`src/sv/rpn_pkg.sv`:
```
`timescale 1ns / 1ps
`default_nettype none
// ----------------------------------------------------------------------------
// rpn_pkg
// Shared types, command codes and constants of the RPN stack calculator.
// ----------------------------------------------------------------------------
package rpn_pkg;

    localparam int DefStackDepth = 16;

    // Command codes
    localparam logic [3:0] CmdPush  = 4'd0;
    localparam logic [3:0] CmdAdd   = 4'd1;
    localparam logic [3:0] CmdSub   = 4'd2;
    localparam logic [3:0] CmdMul   = 4'd3;
    localparam logic [3:0] CmdDiv   = 4'd4;
    localparam logic [3:0] CmdNeg   = 4'd5;
    localparam logic [3:0] CmdDup   = 4'd6;
    localparam logic [3:0] CmdSwap  = 4'd7;
    localparam logic [3:0] CmdPrint = 4'd8;
    localparam logic [3:0] CmdClear = 4'd9;
    localparam logic [3:0] CmdPall  = 4'd10;

    // Status codes
    localparam logic [1:0] StOk   = 2'd0;
    localparam logic [1:0] StFew  = 2'd1;
    localparam logic [1:0] StFull = 2'd2;
    localparam logic [1:0] StDivz = 2'd3;

    // Operation classes handed from front to back
    localparam logic [2:0] OpNone  = 3'd0;
    localparam logic [2:0] OpArith = 3'd1;
    localparam logic [2:0] OpStack = 3'd2;
    localparam logic [2:0] OpPall  = 3'd3;

    typedef struct packed {
        logic [3:0]         cmd;
        logic signed [31:0] push_value;
    } t_in_item;

    typedef struct packed {
        logic signed [31:0] out_value;
        logic               has_value;
        logic [1:0]         status;
        logic [4:0]         stack_depth;
        logic               last;
    } t_out_item;

    // Classified command in the front-to-back queue
    typedef struct packed {
        logic [3:0]  cmd;
        logic [2:0]  op;
        logic [31:0] value;
    } t_qitem;

    function automatic logic [31:0] sat32(input logic signed [33:0] v);
        logic [31:0] r;
        if (v > 34'sd2147483647)       r = 32'h7FFF_FFFF;
        else if (v < -34'sd2147483648) r = 32'h8000_0000;
        else                           r = v[31:0];
        return r;
    endfunction

endpackage
`default_nettype wire

```
`src/sv/rpn_front.sv`:
```
`timescale 1ns / 1ps
`default_nettype none
// ----------------------------------------------------------------------------
// rpn_front
// Accepts input transactions, classifies each command and queues it.
// ----------------------------------------------------------------------------
module rpn_front (
    input  wire                i_clk,
    input  wire                i_rst_n,
    input  wire                i_valid,
    output logic               o_ready,
    input  rpn_pkg::t_in_item  i_item,
    output logic               o_q_valid,
    input  wire                i_q_ready,
    output rpn_pkg::t_qitem    o_q_item
);
    import rpn_pkg::*;

    localparam int QDepth = 2;

    t_qitem     r_mem [QDepth];
    logic       r_wp, r_rp;
    logic [1:0] r_cnt;
    t_qitem     w_cls;
    logic       w_push, w_pop;

    // Classification
    always_comb begin
        w_cls.cmd   = i_item.cmd;
        w_cls.value = i_item.push_value;
        unique case (i_item.cmd)
            CmdAdd, CmdSub, CmdMul, CmdDiv, CmdNeg: w_cls.op = OpArith;
            CmdPush, CmdDup, CmdSwap, CmdPrint, CmdClear: w_cls.op = OpStack;
            CmdPall: w_cls.op = OpPall;
            default: w_cls.op = OpNone;
        endcase
    end

    assign o_ready   = (r_cnt != 2'd2);
    assign o_q_valid = (r_cnt != 2'd0);
    assign o_q_item  = r_mem[r_rp];
    assign w_push    = i_valid && o_ready;
    assign w_pop     = o_q_valid && i_q_ready;

    // Queue storage
    always_ff @(posedge i_clk) begin
        if (w_push) r_mem[r_wp] <= w_cls;
    end

    // Queue pointers
    always_ff @(posedge i_clk) begin
        if (!i_rst_n) begin
            r_wp  <= 1'b0;
            r_rp  <= 1'b0;
            r_cnt <= 2'd0;
        end else begin
            if (w_push) r_wp <= ~r_wp;
            if (w_pop)  r_rp <= ~r_rp;
            r_cnt <= r_cnt + {1'b0, w_push} - {1'b0, w_pop};
        end
    end
endmodule
`default_nettype wire

```
`src/sv/rpn_div.sv`:
```
`timescale 1ns / 1ps
`default_nettype none
// ----------------------------------------------------------------------------
// rpn_div
// Iterative signed Q16.16 divider, one quotient bit per cycle, saturating.
// ----------------------------------------------------------------------------
module rpn_div (
    input  wire         i_clk,
    input  wire         i_rst_n,
    input  wire         i_start,
    input  wire  [31:0] i_num,
    input  wire  [31:0] i_den,
    output logic        o_done,
    output logic [31:0] o_quot
);
    import rpn_pkg::*;

    logic [47:0] r_q;      // dividend magnitude shifts into quotient
    logic [32:0] r_rem;
    logic [31:0] r_d;
    logic        r_neg, r_busy, r_done;
    logic [5:0]  r_cnt;
    logic [32:0] w_trial;
    logic [47:0] w_an;
    logic signed [49:0] w_sq;

    assign w_an    = i_num[31] ? {16'd0, -i_num} << 16 : {16'd0, i_num} << 16;
    assign w_trial = {r_rem[31:0], r_q[47]} - {1'b0, r_d};
    assign w_sq    = r_neg ? -$signed({2'b00, r_q}) : $signed({2'b00, r_q});
    assign o_done  = r_done;
    assign o_quot  = (w_sq > 50'sd2147483647) ? 32'h7FFF_FFFF :
                     (w_sq < -50'sd2147483648) ? 32'h8000_0000 : w_sq[31:0];

    // Restoring division loop
    always_ff @(posedge i_clk) begin
        if (!i_rst_n) begin
            r_busy <= 1'b0;
            r_done <= 1'b0;
            r_cnt  <= 6'd0;
        end else begin
            r_done <= 1'b0;
            if (i_start) begin
                r_busy <= 1'b1;
                r_cnt  <= 6'd48;
                r_q    <= w_an;
                r_rem  <= 33'd0;
                r_d    <= i_den[31] ? -i_den : i_den;
                r_neg  <= i_num[31] ^ i_den[31];
            end else if (r_busy) begin
                if (!w_trial[32]) begin
                    r_rem <= w_trial;
                    r_q   <= {r_q[46:0], 1'b1};
                end else begin
                    r_rem <= {r_rem[31:0], r_q[47]};
                    r_q   <= {r_q[46:0], 1'b0};
                end
                r_cnt <= r_cnt - 6'd1;
                if (r_cnt == 6'd1) begin
                    r_busy <= 1'b0;
                    r_done <= 1'b1;
                end
            end
        end
    end
endmodule
`default_nettype wire

```
`src/sv/rpn_back.sv`:
```
`timescale 1ns / 1ps
`default_nettype none
// ----------------------------------------------------------------------------
// rpn_back
// Executes queued commands against the operand stack and emits results.
// ----------------------------------------------------------------------------
module rpn_back #(
    parameter int StackDepth = rpn_pkg::DefStackDepth
) (
    input  wire               i_clk,
    input  wire               i_rst_n,
    input  wire               i_q_valid,
    output logic              o_q_ready,
    input  rpn_pkg::t_qitem   i_q_item,
    output logic              o_valid,
    input  wire               i_ready,
    output rpn_pkg::t_out_item o_item
);
    import rpn_pkg::*;

    localparam int AW = $clog2(StackDepth);
    localparam int CW = $clog2(StackDepth + 1);

    localparam logic [2:0] SIdle = 3'd0;
    localparam logic [2:0] SRd   = 3'd1;
    localparam logic [2:0] SExec = 3'd2;
    localparam logic [2:0] SMul  = 3'd3;
    localparam logic [2:0] SDiv  = 3'd4;
    localparam logic [2:0] SWr   = 3'd5;
    localparam logic [2:0] SPall = 3'd6;
    localparam logic [2:0] SOut  = 3'd7;

    logic [31:0]   r_stk [StackDepth];
    logic [2:0]    r_st;
    logic [CW-1:0] r_n;
    t_qitem        r_cmd;
    logic [31:0]   r_a, r_b, r_rd;
    logic [AW-1:0] r_ra;
    logic          r_re;
    logic          r_we;
    logic [AW-1:0] r_wa;
    logic [31:0]   r_wd;
    logic          r_swap2;
    logic signed [63:0] r_prod;
    logic          r_ov;
    t_out_item     r_out;
    logic          r_pall_rd;
    logic          w_div_start, w_div_done;
    logic [31:0]   w_quot;
    logic [CW-1:0] w_top, w_sec;

    assign o_valid   = r_ov;
    assign o_item    = r_out;
    assign o_q_ready = (r_st == SIdle);
    assign w_top     = r_n - CW'(1);
    assign w_sec     = r_n - CW'(2);
    // launch the divider once both operands are held and the divide is legal
    assign w_div_start = (r_st == SWr) && (r_cmd.cmd == CmdDiv) &&
                         (r_n >= CW'(2)) && (r_b != 32'd0);

    rpn_div u_div (
        .i_clk   (i_clk),
        .i_rst_n (i_rst_n),
        .i_start (w_div_start),
        .i_num   (r_a),
        .i_den   (r_b),
        .o_done  (w_div_done),
        .o_quot  (w_quot)
    );

    // Stack memory: one write and one registered read per cycle
    always_ff @(posedge i_clk) begin
        if (r_we) r_stk[r_wa] <= r_wd;
        if (r_re) r_rd <= r_stk[r_ra];
    end

    // Sequencer
    always_ff @(posedge i_clk) begin
        if (!i_rst_n) begin
            r_st <= SIdle;
            r_n  <= '0;
            r_ov <= 1'b0;
            r_we <= 1'b0;
            r_re <= 1'b0;
            r_pall_rd <= 1'b0;
        end else begin
            r_we <= 1'b0;
            r_re <= 1'b0;
            if (r_ov && i_ready) r_ov <= 1'b0;
            unique case (r_st)
                SIdle: begin
                    if (i_q_valid) begin
                        r_cmd   <= i_q_item;
                        r_swap2 <= 1'b0;
                        r_re    <= 1'b1;
                        r_ra    <= w_sec[AW-1:0];
                        r_st    <= SRd;
                    end
                end
                SRd: begin
                    // second-from-top arriving; request top
                    r_re <= 1'b1;
                    r_ra <= w_top[AW-1:0];
                    r_st <= SExec;
                end
                SExec: begin
                    if (!r_swap2) begin
                        r_a     <= r_rd;
                        r_swap2 <= 1'b1;
                    end else if (!r_ov) begin
                        r_b <= r_rd;
                        r_st <= SWr;
                    end
                end
                SWr: begin
                    r_out.out_value   <= '0;
                    r_out.has_value   <= 1'b0;
                    r_out.status      <= StOk;
                    r_out.stack_depth <= 5'(r_n);
                    r_out.last        <= 1'b1;
                    r_st <= SOut;
                    priority case (r_cmd.cmd)
                        CmdAdd, CmdSub, CmdMul, CmdDiv: begin
                            if (r_n < CW'(2)) begin
                                r_out.status <= StFew;
                            end else if (r_cmd.cmd == CmdDiv && r_b == 32'd0) begin
                                r_out.status <= StDivz;
                            end else if (r_cmd.cmd == CmdAdd) begin
                                r_wd <= sat32(34'(signed'(r_a)) + 34'(signed'(r_b)));
                                r_st <= SPall;
                            end else if (r_cmd.cmd == CmdSub) begin
                                r_wd <= sat32(34'(signed'(r_a)) - 34'(signed'(r_b)));
                                r_st <= SPall;
                            end else if (r_cmd.cmd == CmdMul) begin
                                r_prod <= signed'(r_a) * signed'(r_b);
                                r_st <= SMul;
                            end else begin
                                r_st <= SDiv;
                            end
                        end
                        CmdNeg: begin
                            if (r_n < CW'(1)) r_out.status <= StFew;
                            else begin
                                r_wd <= sat32(-34'(signed'(r_b)));
                                r_st <= SPall;
                            end
                        end
                        CmdPush: begin
                            if (r_n == CW'(StackDepth)) r_out.status <= StFull;
                            else begin
                                r_we <= 1'b1;
                                r_wa <= r_n[AW-1:0];
                                r_wd <= r_cmd.value;
                                r_n  <= r_n + CW'(1);
                                r_out.stack_depth <= 5'(r_n + CW'(1));
                            end
                        end
                        CmdDup: begin
                            if (r_n < CW'(1)) r_out.status <= StFew;
                            else if (r_n == CW'(StackDepth)) r_out.status <= StFull;
                            else begin
                                r_we <= 1'b1;
                                r_wa <= r_n[AW-1:0];
                                r_wd <= r_b;
                                r_n  <= r_n + CW'(1);
                                r_out.stack_depth <= 5'(r_n + CW'(1));
                            end
                        end
                        CmdSwap: begin
                            if (r_n < CW'(2)) r_out.status <= StFew;
                            else begin
                                r_we <= 1'b1;
                                r_wa <= w_top[AW-1:0];
                                r_wd <= r_a;
                                r_st <= SMul;
                            end
                        end
                        CmdPrint: begin
                            if (r_n < CW'(1)) r_out.status <= StFew;
                            else begin
                                r_out.out_value <= r_b;
                                r_out.has_value <= 1'b1;
                            end
                        end
                        CmdClear: begin
                            r_n <= '0;
                            r_out.stack_depth <= 5'd0;
                        end
                        CmdPall: begin
                            if (r_n < CW'(1)) r_out.status <= StFew;
                            else begin
                                r_out.out_value   <= r_b;
                                r_out.has_value   <= 1'b1;
                                r_out.stack_depth <= 5'(w_top);
                                r_out.last        <= (w_top == '0);
                                r_n  <= w_top;
                                r_st <= (w_top == '0) ? SOut : SPall;
                                r_pall_rd <= (w_top != '0);
                            end
                        end
                        default: ;
                    endcase
                end
                SMul: begin
                    if (r_cmd.cmd == CmdSwap) begin
                        // second half of swap
                        r_we <= 1'b1;
                        r_wa <= w_sec[AW-1:0];
                        r_wd <= r_b;
                        r_st <= SOut;
                    end else begin
                        // floor shift by 16, saturate when the upper bits are not sign
                        if (r_prod[63:47] != {17{r_prod[63]}})
                            r_wd <= r_prod[63] ? 32'h8000_0000 : 32'h7FFF_FFFF;
                        else
                            r_wd <= r_prod[47:16];
                        r_st <= SPall;
                    end
                end
                SDiv: begin
                    if (w_div_done) begin
                        r_wd <= w_quot;
                        r_st <= SPall;
                    end
                end
                SPall: begin
                    if (r_pall_rd) begin
                        // print all: emit current result, then fetch next entry
                        if (!r_ov) begin
                            r_ov      <= 1'b1;
                            r_pall_rd <= 1'b0;
                            r_re      <= 1'b1;
                            r_ra      <= w_top[AW-1:0];
                            r_st      <= SRd;
                            r_cmd.cmd <= CmdPall;
                            r_swap2   <= 1'b1;
                        end
                    end else begin
                        // arithmetic write-back to new top
                        r_we <= 1'b1;
                        r_wa <= (r_cmd.cmd == CmdNeg) ? w_top[AW-1:0] : w_sec[AW-1:0];
                        if (r_cmd.cmd != CmdNeg) begin
                            r_n <= w_top;
                            r_out.stack_depth <= 5'(w_top);
                        end
                        r_out.out_value <= r_wd;
                        r_out.has_value <= 1'b1;
                        r_st <= SOut;
                    end
                end
                SOut: begin
                    if (!r_ov) begin
                        r_ov <= 1'b1;
                        r_st <= SIdle;
                    end
                end
                default: r_st <= SIdle;
            endcase
        end
    end
endmodule
`default_nettype wire

```
`src/sv/rpn_stack_calculator.sv`:
```
`timescale 1ns / 1ps
`default_nettype none
// ----------------------------------------------------------------------------
// rpn_stack_calculator
// Reverse Polish calculator over a bounded stack of signed Q16.16 values.
// ----------------------------------------------------------------------------
//  channel  | signals                         | payload
//  input    | i_valid / o_ready               | t_in_item  (cmd, push_value)
//  output   | o_valid / i_ready               | t_out_item (value, status, ...)
//
//  Divide uses a 48-step shift/subtract divider; print all reads and emits
//  the entries one at a time, from the top of the stack down.
//  A two-entry queue lets the front accept while the back is busy.
//  Synchronous active-low reset empties the stack and the queue.
//  Apart from waiting on the divider, the back stalls only on the output register while i_ready is low.
module rpn_stack_calculator #(
    parameter int StackDepth = rpn_pkg::DefStackDepth
) (
    input  wire                i_clk,
    input  wire                i_rst_n,
    input  wire                i_valid,
    output logic               o_ready,
    input  rpn_pkg::t_in_item  i_item,
    output logic               o_valid,
    input  wire                i_ready,
    output rpn_pkg::t_out_item o_item
);
    import rpn_pkg::*;

    logic   w_qv, w_qr;
    t_qitem w_qi;

    rpn_front u_front (
        .i_clk     (i_clk),
        .i_rst_n   (i_rst_n),
        .i_valid   (i_valid),
        .o_ready   (o_ready),
        .i_item    (i_item),
        .o_q_valid (w_qv),
        .i_q_ready (w_qr),
        .o_q_item  (w_qi)
    );

    rpn_back #(.StackDepth(StackDepth)) u_back (
        .i_clk     (i_clk),
        .i_rst_n   (i_rst_n),
        .i_q_valid (w_qv),
        .o_q_ready (w_qr),
        .i_q_item  (w_qi),
        .o_valid   (o_valid),
        .i_ready   (i_ready),
        .o_item    (o_item)
    );
endmodule
`default_nettype wire

```
`config.mk`:
```
export PLATFORM = sky130hd
export DESIGN_NAME = rpn_stack_calculator
export DESIGN_NICKNAME = d
export VERILOG_FILES = /design/src/sv/rpn_pkg.sv /design/src/sv/rpn_front.sv /design/src/sv/rpn_div.sv /design/src/sv/rpn_back.sv /design/src/sv/rpn_stack_calculator.sv
export SDC_FILE = /design/constraint.sdc
export NUM_CORES = 2
export LEC_CHECK = 0
export ABC_AREA = 1
export BUFFER_PORTS_ARGS = -buffer_cell sky130_fd_sc_hd__buf_2
export CORE_AREA = 8 8 409 411
export CTS_BUF_LIST = sky130_fd_sc_hd__clkbuf_8
export DETAILED_ROUTE_END_ITERATION = 6
export DIE_AREA = 0 0 417 419
export PLACE_DENSITY = 0.7
export SETUP_SLACK_MARGIN = 0.4
export SLEW_MARGIN = 25
export SYNTH_ARGS = -nofsm -noshare
export SYNTH_HDL_FRONTEND = slang
export SYNTH_SLANG_ARGS = --single-unit
export TNS_END_PERCENT = 20
```
`constraint.sdc`:
```
create_clock -name i_clk -period 18.65 [get_ports i_clk]
set_clock_uncertainty 0.1 [all_clocks]
set_input_delay 0.9325 -clock i_clk [delete_from_list [all_inputs] [get_ports i_clk]]
set_output_delay 0.9325 -clock i_clk [all_outputs]
set_load 0.005 [all_outputs]
```
==> flow_metrics.tcl <==
set metrics [dict create \
    synth_xor_area_share_pct 2.23 \
    grt_use_total_pct 33.0 \
    crit_path_max_incr_delay_ns 1.05 \
    crit_path_cell_trace "buf_4 -> nand2_1 -> inv_1 -> fa_1 -> fa_1 -> fa_1 -> fa_1 -> inv_1 -> fa_1 -> inv_1 -> fa_1 -> inv_1 -> fa_1 -> inv_1 -> fa_1 -> ha_1 -> nand2_1 -> inv_1 -> a21oi_1 -> nor2_1 -> a2111oi_0 -> o21ai_0 -> a21oi_1 -> xor2_1" \
    cp_max_fo 50 \
    area_growth_pct 6.32 \
    synthesis.area_um2 87800 \
    cp.required_ns 19.16 \
    max_freq_mhz 111 \
    synthSimpleGateAreaFrac_pct 14.7 \
    die_w_um 417 \
    synth_top_family_by_area "adder cells" \
    path_buf_inv 7 \
    synthArstFlopShare_pct 0 \
    yosysSeqAreaShare_pct 33.4 \
    synth_mux_area_share_pct 1.48 \
    clkLatencyLatePin_ns 0.92 \
    initial_core_util_pct 54.4 \
    yosys_warnings 0 \
    clk_pin_slew_ns 0.06 \
    drv_slew 0 \
    first_iter_violations 7885 \
    htree_levels 4 \
    synth_seq_cells 984 \
    final_cell_mix "2080 x nand2_1, 2075 x inv_1, 1084 x fa_1, 959 x edfxtp_1, 569 x nor2_1" \
    cts_hold_buf 0 \
    max_cap_violations 0 \
    wire_per_inst_um 24.4 \
    cts_resized 0 \
    synth_area_leaders "edfxtp_1 33%, fa_1 25%, nand2_1 8.9%" \
    cts_setup_buffers 0 \
    rsz0062_at_grt "no" \
    yosys.area_share.adder_pct 28.9 \
    min_period_ns 9.01 \
    nets 11034 \
    die_h_um 419 \
    netlist_instances 9721 \
    gp_congestion 1.08 \
    port_buffers 82 \
    cts.sinks 984 \
    drive_above_1_share_pct 6.03 \
    post-route-period-util_pct 48.3 \
    num_vias 69106 \
    synth_compound_area_share_pct 8.22 \
    grt_remaining_overflow 0 \
    numCtsBuffers 161 \
    synth_flop_cell "edfxtp_1" \
    dieArea_um2 175000 \
    cp_top_family "adder cells" \
    core-area_um2 161000 \
    violations "DRC" \
    dp_hpwl_um 210000 \
    ys_types 60 \
    regArea_um2 29300 \
    synth-edff-count 959 \
    layout_commonest_cell "nand2_1" \
    clock_path_buffers 3 \
    start_kind "flip-flop" \
    first_pass_iters 7 \
    cp-end-kind "flip-flop" \
    tritoncts "built" \
    relSlewSlack_pct 27.9 \
    rows 148 \
    hold_class "input pin to flip-flop" \
    synth_top_area_cell "edfxtp_1" \
    root_buffer "clkbuf_8" \
    synthesis.nets 11137 \
    critPathSlowestCell "fa_1" \
    setup_tns_ns 0 \
    drcViolationCount 23 \
    num-fill-cells 14090 \
    ios 83 \
    status "finished, violations left" \
    grt_pass1_vias 69433 \
    syn-mean-instance-area_um2 9.03 \
    multiInputGateArea_um2 48900 \
    grt_max_degree 217 \
    worst_pin_slew_ns 1.08 \
    arrival_ns 9.52 \
    hold_viol 0 \
    drt-total-wl_um 291000 \
    final_antenna_net_count 0 \
    finalSetupViolCount 0 \
    synth_top_area_share_pct 32.8 \
    grt_pass1_wl_um 433000 \
    antenna_found_initial 17 \
    vias_per_cell 5.80 \
    critPathKind "flip-flop to flip-flop" \
    cpMostUsedCell "fa_1" \
]
worst paths after layout:
check	startpoint	end	slack [ns]	cells past startpoint
setup / recovery	u_back.r_a[31]$_DFFE_PP_	u_back.r_prod[63]$_DFFE_PP_	9.64	24
hold / removal	i_item[25]	u_front.r_mem[0][25]$_DFFE_PP_	0.1	1
setup reg to reg	u_back.r_a[31]$_DFFE_PP_	u_back.r_prod[63]$_DFFE_PP_	9.64	24
hold reg to reg	u_front.r_mem[1][25]$_DFFE_PP_	u_back.r_cmd[25]$_DFFE_PP_	0.34	2
synth_stat cells (58+ instances only):
cell type,n
edfxtp_1,959
o21ai_0,453
buf_1,58
mux2i_1,130
nand2_1,2083
ha_1,292
fa_1,1084
nand3_1,290
a21oi_1,464
clkbuf_1,347
o211ai_1,143
inv_1,2021
xor2_1,173
nor2_1,594
kinds of logic after synthesis:
kind of cell             Yosys count
AO/OA/AOI/OAI                   1276
XOR/XNOR                         223
adder cells (fa/ha/maj)         1376
buffers and inverters           2551
flip-flops                       984
multiplexers                     130
AND/OR/NAND/NOR                 3181
state kept, by name, indices dropped and copies added (netlist names), 2 cells and up, named ones only:
name                cells
u_back.r_st             3
u_back.r_wd            32
u_back.u_div.r_cnt      6
u_front.r_cnt           2
u_back.r_a             32
u_back.r_n              5
u_back.r_cmd           36
u_back.o_item          41
u_back.r_wa             4
u_back.u_div.r_rem     32
u_back.r_prod          48
u_back.r_rd            32
u_back.r_b             32
u_back.r_ra             4
u_back.r_stk          512
u_back.u_div.r_d       32
u_front.r_mem          72
u_back.u_div.r_q       48
worst register-to-register path: stages (launching register included):
cell	delay (ns)
edfxtp_1	0.32
buf_4	0.62
nand2_1	0.25
inv_1	0.18
fa_1	0.46
fa_1	0.50
fa_1	0.76
fa_1	1.06
inv_1	0.44
fa_1	0.61
inv_1	0.06
fa_1	0.53
inv_1	0.05
fa_1	0.48
inv_1	0.06
fa_1	0.45
ha_1	0.42
nand2_1	0.22
inv_1	0.08
a21oi_1	0.24
nor2_1	0.07
a2111oi_0	0.39
o21ai_0	0.17
a21oi_1	0.18
xor2_1	0.08
layout make-up:
cell class | count | share of cell area (%)
flip-flops and latches | 984 | 31.4
diodes | 8 | 0.0215
clock buffers | 163 | 2.40
clock inverters | 121 | 0.904
repair buffers | 209 | 1.55
well taps | 2175 | 2.92
multi-input cells | 6186 | 52.5
inverters | 2076 | 8.35
routing by layer:
layer	track usage [%]	wire, um
met1	42.9	110000
met3	9.76	33400
met2	49.8	127000
met4	18.8	19900
met5	0	93
stage by stage:
stage          instance area [um2]  setup WS, ns  util [%]  hold slack, ns  cells
2_1_floorplan                87800         10.62         -           0.321   9721
3_5_place_dp                 90100          9.63      55.9           0.333  11627
4_1_cts                      93200          9.66      57.8         0.00192  11911
3_3_place_gp                 90100          9.87      55.9           0.326  11627
6_report                     93300          9.64      57.9          0.0971  11922
5_1_grt                      93300          9.14      57.8          0.0451  11916
Power is not shown: default switching activity piles up to over one toggle a cycle in this logic, so the estimate is an artifact.
